--- src/hw/rtl/ptw_pkg.sv ---
// ============================================================================
// ptw_pkg
// Shared types and constants for the four-level page table walker.
// ============================================================================
package ptw_pkg;

    localparam int QUEUE_DEPTH = 2;

    localparam int ROOT_W  = 40;
    localparam int VADDR_W = 48;
    localparam int PADDR_W = 52;
    localparam int ENTRY_W = 64;

    localparam logic CMD_TRANSLATE = 1'b0;
    localparam logic CMD_REPLY     = 1'b1;

    localparam logic KIND_FETCH = 1'b0;
    localparam logic KIND_DONE  = 1'b1;

    localparam logic CFG_ROOT_TABLE_FRAME = 1'b0;
    localparam logic CFG_USER_ONLY        = 1'b1;

    localparam logic [2:0] ST_OK           = 3'd0;
    localparam logic [2:0] ST_NOT_PRESENT  = 3'd1;
    localparam logic [2:0] ST_SUPERVISOR   = 3'd2;
    localparam logic [2:0] ST_RESERVED     = 3'd3;
    localparam logic [2:0] ST_TOP_LARGE    = 3'd4;
    localparam logic [2:0] ST_UNREADABLE   = 3'd5;

    localparam logic [2:0] LVL_NONE = 3'd0;
    localparam logic [2:0] LVL_1    = 3'd1;
    localparam logic [2:0] LVL_2    = 3'd2;
    localparam logic [2:0] LVL_3    = 3'd3;
    localparam logic [2:0] LVL_4    = 3'd4;

    localparam int BIT_PRESENT = 0;
    localparam int BIT_USER    = 2;
    localparam int BIT_PS      = 7;

    typedef struct packed {
        logic                 cmd;
        logic [VADDR_W-1:0]   virt_addr;
        logic [ENTRY_W-1:0]   entry_data;
        logic                 fetch_ok;
    } req_t;

    typedef struct packed {
        logic                 kind;
        logic [PADDR_W-1:0]   fetch_addr;
        logic [PADDR_W-1:0]   phys_addr;
        logic [2:0]           status;
        logic [2:0]           end_level;
    } rsp_t;

    // classified word between front and back
    typedef struct packed {
        logic                 kind;
        logic [2:0]           status;
        logic [2:0]           level;
        logic [ROOT_W-1:0]    frame;
        logic [VADDR_W-1:0]   vaddr;
    } work_t;

endpackage

--- src/hw/rtl/ptw_front.sv ---
// ============================================================================
// ptw_front
// Accepts words, runs the walk state and classifies each reply.
// ============================================================================
module ptw_front (
    input  logic                       clk,
    input  logic                       rst_n,
    input  logic                       cfg_we,
    input  logic                       cfg_index,
    input  logic [ptw_pkg::ROOT_W-1:0] cfg_data,
    input  logic                       req_valid,
    output logic                       req_ready,
    input  ptw_pkg::req_t              req,
    output logic                       push_valid,
    input  logic                       push_ready,
    output ptw_pkg::work_t             push_word
);
    import ptw_pkg::*;

    logic [ROOT_W-1:0]  root_reg;
    logic               user_only_reg;
    logic               busy_reg,  busy_next;
    logic [2:0]         level_reg, level_next;
    logic [VADDR_W-1:0] vaddr_reg, vaddr_next;
    logic               accept;
    logic [2:0]         fail;
    logic               leaf;

    assign req_ready = push_ready;
    assign accept    = req_valid && req_ready;

    always_comb
    begin
        priority if (!req.fetch_ok)
            fail = ST_UNREADABLE;
        else if (!req.entry_data[BIT_PRESENT])
            fail = ST_NOT_PRESENT;
        else if (user_only_reg && !req.entry_data[BIT_USER])
            fail = ST_SUPERVISOR;
        else if (req.entry_data[51:48] != 4'd0)
            fail = ST_RESERVED;
        else if ((level_reg == LVL_4) && req.entry_data[BIT_PS])
            fail = ST_TOP_LARGE;
        else
            fail = ST_OK;
    end

    assign leaf = (level_reg == LVL_1) || req.entry_data[BIT_PS];

    always_comb
    begin
        push_valid        = 1'b0;
        push_word.kind    = KIND_FETCH;
        push_word.status  = ST_OK;
        push_word.level   = level_reg;
        push_word.frame   = {4'd0, req.entry_data[47:12]};
        push_word.vaddr   = vaddr_reg;
        busy_next         = busy_reg;
        level_next        = level_reg;
        vaddr_next        = vaddr_reg;
        if (req_valid)
        begin
            unique case (req.cmd)
                CMD_TRANSLATE:
                begin
                    if (!busy_reg)
                    begin
                        push_valid      = 1'b1;
                        push_word.level = LVL_4;
                        push_word.frame = root_reg;
                        push_word.vaddr = req.virt_addr;
                        busy_next       = 1'b1;
                        level_next      = LVL_4;
                        vaddr_next      = req.virt_addr;
                    end
                end
                CMD_REPLY:
                begin
                    if (busy_reg)
                    begin
                        push_valid = 1'b1;
                        if (fail != ST_OK || leaf)
                        begin
                            push_word.kind   = KIND_DONE;
                            push_word.status = fail;
                            busy_next        = 1'b0;
                            level_next       = LVL_NONE;
                        end
                        else
                        begin
                            push_word.level = level_reg - 3'd1;
                            level_next      = level_reg - 3'd1;
                        end
                    end
                end
                default:
                begin
                end
            endcase
        end
    end

    always_ff @(posedge clk or negedge rst_n)
    begin
        if (!rst_n)
        begin
            root_reg      <= '0;
            user_only_reg <= 1'b0;
            busy_reg      <= 1'b0;
            level_reg     <= LVL_NONE;
            vaddr_reg     <= '0;
        end
        else
        begin
            if (cfg_we)
            begin
                unique case (cfg_index)
                    CFG_ROOT_TABLE_FRAME: root_reg      <= cfg_data;
                    CFG_USER_ONLY:        user_only_reg <= cfg_data[0];
                    default:              root_reg      <= root_reg;
                endcase
            end
            if (accept)
            begin
                busy_reg  <= busy_next;
                level_reg <= level_next;
                vaddr_reg <= vaddr_next;
            end
        end
    end

endmodule

--- src/hw/rtl/ptw_queue.sv ---
// ============================================================================
// ptw_queue
// Short FIFO of classified words between front and back.
// ============================================================================
module ptw_queue #(
    parameter int DEPTH = ptw_pkg::QUEUE_DEPTH
) (
    input  logic           clk,
    input  logic           rst_n,
    input  logic           push_valid,
    output logic           push_ready,
    input  ptw_pkg::work_t push_word,
    output logic           pop_valid,
    input  logic           pop_ready,
    output ptw_pkg::work_t pop_word
);
    import ptw_pkg::*;

    localparam int PW = $clog2(DEPTH);
    localparam int CW = $clog2(DEPTH + 1);

    work_t         mem_reg [DEPTH];
    logic [PW-1:0] wr_ptr_reg;
    logic [PW-1:0] rd_ptr_reg;
    logic [CW-1:0] count_reg;
    logic          do_push;
    logic          do_pop;

    assign push_ready = (count_reg != CW'(DEPTH));
    assign pop_valid  = (count_reg != '0);
    assign pop_word   = mem_reg[rd_ptr_reg];
    assign do_push    = push_valid && push_ready;
    assign do_pop     = pop_valid && pop_ready;

    always_ff @(posedge clk)
    begin
        if (do_push)
            mem_reg[wr_ptr_reg] <= push_word;
    end

    always_ff @(posedge clk or negedge rst_n)
    begin
        if (!rst_n)
        begin
            wr_ptr_reg <= '0;
            rd_ptr_reg <= '0;
            count_reg  <= '0;
        end
        else
        begin
            if (do_push)
                wr_ptr_reg <= (wr_ptr_reg == PW'(DEPTH - 1)) ? '0 : wr_ptr_reg + 1'b1;
            if (do_pop)
                rd_ptr_reg <= (rd_ptr_reg == PW'(DEPTH - 1)) ? '0 : rd_ptr_reg + 1'b1;
            if (do_push && !do_pop)
                count_reg <= count_reg + 1'b1;
            else if (do_pop && !do_push)
                count_reg <= count_reg - 1'b1;
        end
    end

endmodule

--- src/hw/rtl/ptw_back.sv ---
// ============================================================================
// ptw_back
// Forms fetch and physical addresses and holds the output register.
// ============================================================================
module ptw_back (
    input  logic           clk,
    input  logic           rst_n,
    input  logic           pop_valid,
    output logic           pop_ready,
    input  ptw_pkg::work_t pop_word,
    output logic           rsp_valid,
    input  logic           rsp_ready,
    output ptw_pkg::rsp_t  rsp
);
    import ptw_pkg::*;

    logic               rsp_valid_reg;
    rsp_t               rsp_reg, rsp_next;
    logic [8:0]         idx;
    logic [PADDR_W-1:0] low_mask;
    logic [PADDR_W-1:0] frame_addr;

    assign pop_ready = !rsp_valid_reg || rsp_ready;
    assign rsp_valid = rsp_valid_reg;
    assign rsp       = rsp_reg;

    always_comb
    begin
        unique case (pop_word.level)
            LVL_2:   idx = pop_word.vaddr[29:21];
            LVL_3:   idx = pop_word.vaddr[38:30];
            LVL_4:   idx = pop_word.vaddr[47:39];
            default: idx = pop_word.vaddr[20:12];
        endcase
        unique case (pop_word.level)
            LVL_2:   low_mask = PADDR_W'({21{1'b1}});
            LVL_3:   low_mask = PADDR_W'({30{1'b1}});
            default: low_mask = PADDR_W'({12{1'b1}});
        endcase
    end

    assign frame_addr = {pop_word.frame, 12'd0};

    always_comb
    begin
        rsp_next.kind       = pop_word.kind;
        rsp_next.status     = pop_word.status;
        rsp_next.end_level  = pop_word.level;
        rsp_next.fetch_addr = '0;
        rsp_next.phys_addr  = '0;
        unique case (pop_word.kind)
            KIND_FETCH:
                rsp_next.fetch_addr = {pop_word.frame, idx, 3'd0};
            KIND_DONE:
            begin
                if (pop_word.status == ST_OK)
                    rsp_next.phys_addr = (frame_addr & ~low_mask)
                                       | ({4'd0, pop_word.vaddr} & low_mask);
            end
            default:
            begin
            end
        endcase
    end

    always_ff @(posedge clk or negedge rst_n)
    begin
        if (!rst_n)
            rsp_valid_reg <= 1'b0;
        else if (pop_ready)
            rsp_valid_reg <= pop_valid;
    end

    always_ff @(posedge clk)
    begin
        if (pop_ready && pop_valid)
            rsp_reg <= rsp_next;
    end

endmodule

--- src/hw/rtl/x64_page_table_walker_unit.sv ---
// ============================================================================
// x64_page_table_walker_unit
// Four-level x86-64 page table walker: front classifier, queue, back end.
// ============================================================================
//  channel | handshake             | word
//  --------+-----------------------+----------------------------------------
//  req     | req_valid / req_ready | cmd, virt_addr, entry_data, fetch_ok
//  rsp     | rsp_valid / rsp_ready | kind, fetch_addr, phys_addr, status, lvl
//  cfg     | cfg_we                | cfg_index, cfg_data (no read-back)
//
// One word per cycle sustained while the queue has room; a result is registered
// in the queue and then in the output register before it leaves.
// Reset clears the walk state, the queue and the output valid; no sweep.
// A stall on rsp fills the queue, after which req_ready drops.
// Words that produce no result (ignored requests and replies) never enter the queue.
module x64_page_table_walker_unit #(
    parameter int QUEUE_DEPTH = ptw_pkg::QUEUE_DEPTH
) (
    input  logic                       clk,
    input  logic                       rst_n,
    input  logic                       cfg_we,
    input  logic                       cfg_index,
    input  logic [ptw_pkg::ROOT_W-1:0] cfg_data,
    input  logic                       req_valid,
    output logic                       req_ready,
    input  ptw_pkg::req_t              req,
    output logic                       rsp_valid,
    input  logic                       rsp_ready,
    output ptw_pkg::rsp_t              rsp
);
    import ptw_pkg::*;

    logic  push_valid;
    logic  push_ready;
    work_t push_word;
    logic  pop_valid;
    logic  pop_ready;
    work_t pop_word;

    ptw_front u_front (
        .clk        (clk),
        .rst_n      (rst_n),
        .cfg_we     (cfg_we),
        .cfg_index  (cfg_index),
        .cfg_data   (cfg_data),
        .req_valid  (req_valid),
        .req_ready  (req_ready),
        .req        (req),
        .push_valid (push_valid),
        .push_ready (push_ready),
        .push_word  (push_word)
    );

    ptw_queue #(
        .DEPTH (QUEUE_DEPTH)
    ) u_queue (
        .clk        (clk),
        .rst_n      (rst_n),
        .push_valid (push_valid),
        .push_ready (push_ready),
        .push_word  (push_word),
        .pop_valid  (pop_valid),
        .pop_ready  (pop_ready),
        .pop_word   (pop_word)
    );

    ptw_back u_back (
        .clk       (clk),
        .rst_n     (rst_n),
        .pop_valid (pop_valid),
        .pop_ready (pop_ready),
        .pop_word  (pop_word),
        .rsp_valid (rsp_valid),
        .rsp_ready (rsp_ready),
        .rsp       (rsp)
    );

endmodule

--- config.mk ---
export PLATFORM = sky130hd
export DESIGN_NAME = x64_page_table_walker_unit
export DESIGN_NICKNAME = d
export VERILOG_FILES = /design/src/hw/rtl/ptw_pkg.sv /design/src/hw/rtl/ptw_front.sv /design/src/hw/rtl/ptw_queue.sv /design/src/hw/rtl/ptw_back.sv /design/src/hw/rtl/x64_page_table_walker_unit.sv
export SDC_FILE = /design/constraint.sdc
export NUM_CORES = 1
export LEC_CHECK = 0
export ABC_AREA = 1
export BUFFER_PORTS_ARGS = -buffer_cell sky130_fd_sc_hd__buf_2
export CORE_MARGIN = 10
export CORE_UTILIZATION = 45
export CTS_CLUSTER_SIZE = 10
export DETAILED_ROUTE_END_ITERATION = 16
export PLACE_DENSITY = 0.72
export SYNTH_ARGS = -nofsm -noshare
export SYNTH_HDL_FRONTEND = slang
export SYNTH_HIERARCHICAL = 1
export SYNTH_SLANG_ARGS = --single-unit
--- constraint.sdc ---
create_clock -name clk -period 10.5 [get_ports clk]
set_input_delay 1.575 -clock clk [delete_from_list [all_inputs] [get_ports clk]]
set_output_delay 1.575 -clock clk [all_outputs]
set_load 0.05 [all_outputs]
### Word level (Yosys, flattened, before mapping)

Memory sizes are Yosys's and may differ from the RTL's.
Index checks and enable logic that the tools add are counted.

* div/mod/pow operators: 0
* bitwise operators: 7
* order comparisons: 0
* shifts and indexed selects: 0
* add/subtract/negate cells: 5
* mux-type cells: 32
* multiply operators: 0
* equal/unequal tests: 8
* reductions and logical operators: 25

Operator list (number)
* $mux W95: 1
* $mux W91: 1
* $mux W88: 1
* $pmux W30 S2: 1
* $and A52 B52 Y52: 1
* $not A30 Y52: 1
* $or A52 B52 Y52: 1
* $and A48 B30 Y48: 1
* $mux W3: 9
* $pmux W9 S3: 1
* $pmux W3 S2: 2
* $mux W1: 9
* $mux W4: 2
* $reduce_and A2 Y1: 4
* $reduce_and A4 Y1: 2
* $logic_and A1 B1 Y1: 7
* $mux W7: 1
* $eq A3 B2 Y1 const B: 2
* $eq A3 B3 Y1 const B: 2
* $logic_not A1 Y1: 4
* $mux W2: 2
* $ne A2 B2 Y1 const B: 2
* $pmux W1 S2: 2
* $reduce_bool A2 Y1: 2
* 11 further kinds: 16

* memories kept: 1
* word-level logic and storage cells: 93
* bits in writable memories: 190
* memory bits (read-only): 0
* latch bits: 0
* output and inout bits: 113
* flip-flop bits (word level): 209
* input port bits: 160

Memories
* u_queue.mem_reg: depth 2, bits a word 95, read ports 1, clocked after memory_dff 0, write ports 1, RTL line ptw_queue.sv:22 `work_t mem_reg [DEPTH];`

### Depth between registers and ports, before layout

* depth in word-level cells: 13
* mapped depth: 13
* mapped depth without buffers: 11

### Hierarchy

The synthesis kept the hierarchy.

Modules (own cells, without submodules)
* ptw_queue: area an instance 7135.6 um2, instances 1, seq. area each 5805.6 um2, cells an instance 525
* ptw_front: area an instance 4763.3 um2, instances 1, seq. area each 2327.2 um2, cells an instance 608
* ptw_back: area an instance 4508.1 um2, instances 1, seq. area each 3268.1 um2, cells an instance 398

### Least setup slack after synthesis

Ideal clock, no wire load.

* path type: in2reg
* start: input rsp_ready
* end: register u_back.rsp_reg (netlist bit u_back/rsp[0]), enable pin
* buffers on the path: 0
* slack: 3095 ps
* library setup time: 610 ps
* data required time: 9890 ps
* cell stages on the path: 2
* arrival: 6795 ps
* path through: inv_1 -> a21oi_1

* longest elaborated chain between the ends: 2

Ends and longest elaborated chain
* start: declaration: RTL line x64_page_table_walker_unit.sv:28 `input logic rsp_ready,`
* $logic_or A1 B1 Y1: RTL line ptw_back.sv:23 `assign pop_ready = !rsp_valid_reg || rsp_ready;`
* $logic_and A1 B1 Y1: RTL line ptw_back.sv:76 `if (pop_ready && pop_valid)`
* end signal: assignment: RTL line ptw_back.sv:77 `rsp_reg <= rsp_next;`
* end: declaration: RTL line ptw_back.sv:18 `rsp_t rsp_reg, rsp_next;`

No other way between the ends.
A chain may end at the register's enable or synchronous reset.

### Worst setup path after layout

* start: input req[113] (netlist name)
* end: memory u_queue/mem_reg[0][54] (netlist name), enable pin

* longest elaborated chain between the ends: 6

Ends and longest elaborated chain
* start: declaration: RTL line x64_page_table_walker_unit.sv:26 `input ptw_pkg::req_t req,`
* $not A1 Y1 (no source line)
* $pmux W1 S2 *: RTL line ptw_front.sv:63 `unique case (req.cmd)`
* $mux W1 *: RTL line ptw_front.sv:61 `if (req_valid)`
* named net push_valid: RTL line x64_page_table_walker_unit.sv:33 `logic push_valid;`
* $logic_and A1 B1 Y1 *: RTL line ptw_queue.sv:32 `assign do_push = push_valid && push_ready;`
* $mux W1 *: RTL line ptw_queue.sv:37 `if (do_push)`
* $mux W1 (not written as such) *: RTL line ptw_queue.sv:38 `mem_reg[wr_ptr_reg] <= push_word;`
* end: declaration: RTL line ptw_queue.sv:22

The timed path passes the listed nets; every way through them passes the cells marked *.

==> impl_metrics.ini <==
[outcome]
run_status = finished, final reports clean

[grt]
antenna_found_initial = 5
grt_max_degree = 97
wire_length_of_the_first_global_routing_pass_um = 61400
via_count_of_the_first_global_routing_pass = 11300
global_route.usage.total_pct = 17.7
global_route.overflow_total = 0

[setup_path]
critical_path_class = primary input to flip-flop
regToRegEndpoint = u_queue/mem_reg[0][54]
worstReg2RegStart = u_front/busy_reg
critPathMaxFanout = 47
timing.critical_path.from_type = primary input
timing.reg2reg.setup_slack_ns = 7.19
critical_path.endpoint_type = flip-flop
cp_data_required_time_ns = 10.67
worst_r2r_path_depth = 7
crit_arrival_ns = 4.18

[clock_network]
cts_root_buf = sky130_fd_sc_hd__clkbuf_16
cts_made_buffers = 46
cts-htree-levels = 2
clkLatencyLatePin_ns = 0.56
postCtsResizedCells = 0
post-cts-setup-buffers = 0
tritoncts = done
clock_pin_slew_on_the_worst_setup_and_hold_paths_ns = 0.05
cts.sinks = 396
ctsLongestPathBuffers = 3
cts_hold_buffers = 0

[synth]
synth-xor-area-share_pct = 0.160
synth.ff_latch_count = 396
synth_fa_ha_area_share_pct = 0.381
syn_avg_cell_area_um2 = 10.7
synth.distinct_cells = 28
synth_compound_gate_area_share_pct = 4.06
post_synth_mux_area_share_pct = 2.33
syn_area_um2 = 16400
post_synth_and_or_nand_nor_area_fraction_pct = 17.8
yosys_warnings = 6
synth_seq_area_share_pct = 69.5
synth_top_family_by_area = simple AND/OR/NAND/NOR gates
post_synth_inst_count = 1531

[final_layout]
largest_register_ff_count = 190
layout_cells_sized_above_1_pct = 20.2
final_core_util_pct = 54.1
layoutNonFillerInstCount = 2271
area_growth_syn_to_layout_pct = 18.0
layout.area.seq_um2 = 11400
multi_input_area_um2 = 4110
fillerInstances = 3097
final_net_count = 1935

[timing]
skew_ns = 0.0285
final.period_utilization_pct = 38.3
fin_crit_ns = 4.02
setup_repair_after_global_routing_missed_its_margin = no
timing_worst_slew_pin_value_ns = 1.17
hold_slack_ns = 0.483
hold_viol_final = 0
fmax_mhz = 249
worst_case_headroom_to_the_max_slew_limit_pct = 21.7
report.final.setup_viol = 0
setup_total_negative_slack_ns = 0
final-max-slew-violation-count = 0

[worst_hold_path]
holdCritStartpoint = u_front/vaddr_reg[43]
min_to = u_front/vaddr_reg[43]
hold_path.class = flip-flop to flip-flop
worst_hold_path.num_cells = 2

[pwr]
seqPwrFrac_pct = 41.0
p_leak_uw = 0.00880
powerDensity_nw_per_um2 = 317
irDropWorstVdd_mv = 0.145
net-switching-power_uw = 2470
clkPwrFrac_pct = 23.6
power.share.switching_pct = 40.3
pwr-share-comb_pct = 35.4
power.internal_uw = 3660

[floorplanning]
floorplan.die.height_um = 211
die-area_um2 = 44500
ios = 273
std_cell_rows = 69
start_util_pct = 45.9
core_area_um2 = 35700
die_w_um = 211

[placement]
place.port_buffers = 248
dpl.hpwl_um = 26400
finalWeightedCongestion = 0.854
dp.cells = 2183

[drt]
detail-route-antenna-nets = 0
drtPass1Iterations = 7
drt_iter0_markers = 725
finalWirelength_um = 39500
avgRoutedWirePerCell_um = 17.4
remaining_drc_errors = 0
vias_per_cell = 4.92
num_vias = 11200

[run]
cap_violations = 0
[power groups by stage]
stage,logic (uW),clock network (uW),registers (uW)
2_1_floorplan,973,0,3220
3_3_place_gp,2160,0,2520
3_5_place_dp,2190,0,2540
4_1_cts,2200,1480,2520
5_1_grt,2380,1550,2560
6_report,2170,1450,2510
[cells in the mapped netlist (all sizes together)]
master  instances  area, um2
o21ai         102        510
xnor2           1       8.76
nor3            3       26.3
clkbuf         17       63.8
nand3          29        145
edfxtp        298       8950
ha              5       62.6
nor2          120        483
a31oi           1       6.26
nand2         582       2200
mux2           34        383
xor2            2       17.5
conb            1       3.75
dfrtp          98       2450
clkinv          1       3.75
inv           140        528
and3            1       6.26
nand4          10       62.6
buf            56        344
a21oi          30        150
[cells by family (layout without fill, tap and decap cells)]
family | count (synthesis) | after routing
AND/OR/NAND/NOR | 745 | 745
flip-flops | 396 | 396
buffers and inverters | 214 | 489
AO/OA/AOI/OAI | 133 | 133
multiplexers | 34 | 34
adder cells (fa/ha/maj) | 5 | 5
XOR/XNOR | 3 | 3
other | 1 | 5
[through the flow]
step / instance area (um2) / setup WS, ns / power, uW
6_report: 19400 / 6.48 / 6130
4_1_cts: 19300 / 6.46 / 6200
3_5_place_dp: 18000 / 5.90 / 4740
5_1_grt: 19400 / 6.27 / 6490
2_1_floorplan: 16400 / 3.09 / 4190
3_3_place_gp: 18000 / 5.93 / 4680
[how the worst max path moves through the flow]
stage	slack [ns]	depth (start not counted)	endpoint	startpoint
finish	6.48	8	u_queue/mem_reg[0][54]	req[113]
global route	6.27	8	u_queue/mem_reg[0][18]	req[113]
CTS	6.46	8	u_queue/mem_reg[0][18]	req[113]
detailed placement	5.90	8	u_queue/mem_reg[0][35]	req[113]
global placement	5.93	8	u_queue/mem_reg[0][30]	req[113]
floorplan	3.09	2	u_back/rsp[0]	rsp_ready
[metal layers]
layer | global-route usage [%] | up-vias | part of all wire, % | wire length [um]
li1 | - | 5462 | - | -
met1 | 21.9 | 5262 | 42 | 16500
met2 | 30.2 | 372 | 49 | 19500
met3 | 3.64 | 63 | 6.5 | 2560
met4 | 6.07 | 6 | 2.5 | 1000
met5 | 0 | - | 0.066 | 26
[worst max-delay path: stages]
cell	delay (ns)
sky130_fd_sc_hd__buf_2	0.14
sky130_fd_sc_hd__inv_1	0.08
sky130_fd_sc_hd__ha_1	0.30
sky130_fd_sc_hd__nor2_1	0.19
sky130_fd_sc_hd__nand2_1	0.21
sky130_fd_sc_hd__nor2_4	0.41
sky130_fd_sc_hd__buf_4	0.54
sky130_fd_sc_hd__buf_4	0.69
[cells in the final DEF, fill, tap and decap left out, drive strengths merged]
cell      n
diode     2
edfxtp  298
ha        5
mux2     34
dfrtp    98
nor3      3
nand3    29
o21ai   102
nand4    10
clkbuf   84
nand2   582
a31oi     1
nor2    120
inv     142
xor2      2
conb      3
and3      1
clkinv    1
a21oi    30
buf     262
xnor2     1
[area by class of cell]
| type | instances | share of cell area, % |
|---|---|---|
| Antenna cell | 2 | 0.0259 |
| Clock buffer | 84 | 6.95 |
| Clock inverter | 2 | 0.149 |
| Inverter | 141 | 2.76 |
| Multi-Input combinational cell | 923 | 21.2 |
| Sequential cell | 396 | 58.9 |
| Tap cell | 461 | 2.98 |
| Timing Repair Buffer | 262 | 6.97 |
(Power assumes the default switching activity.)
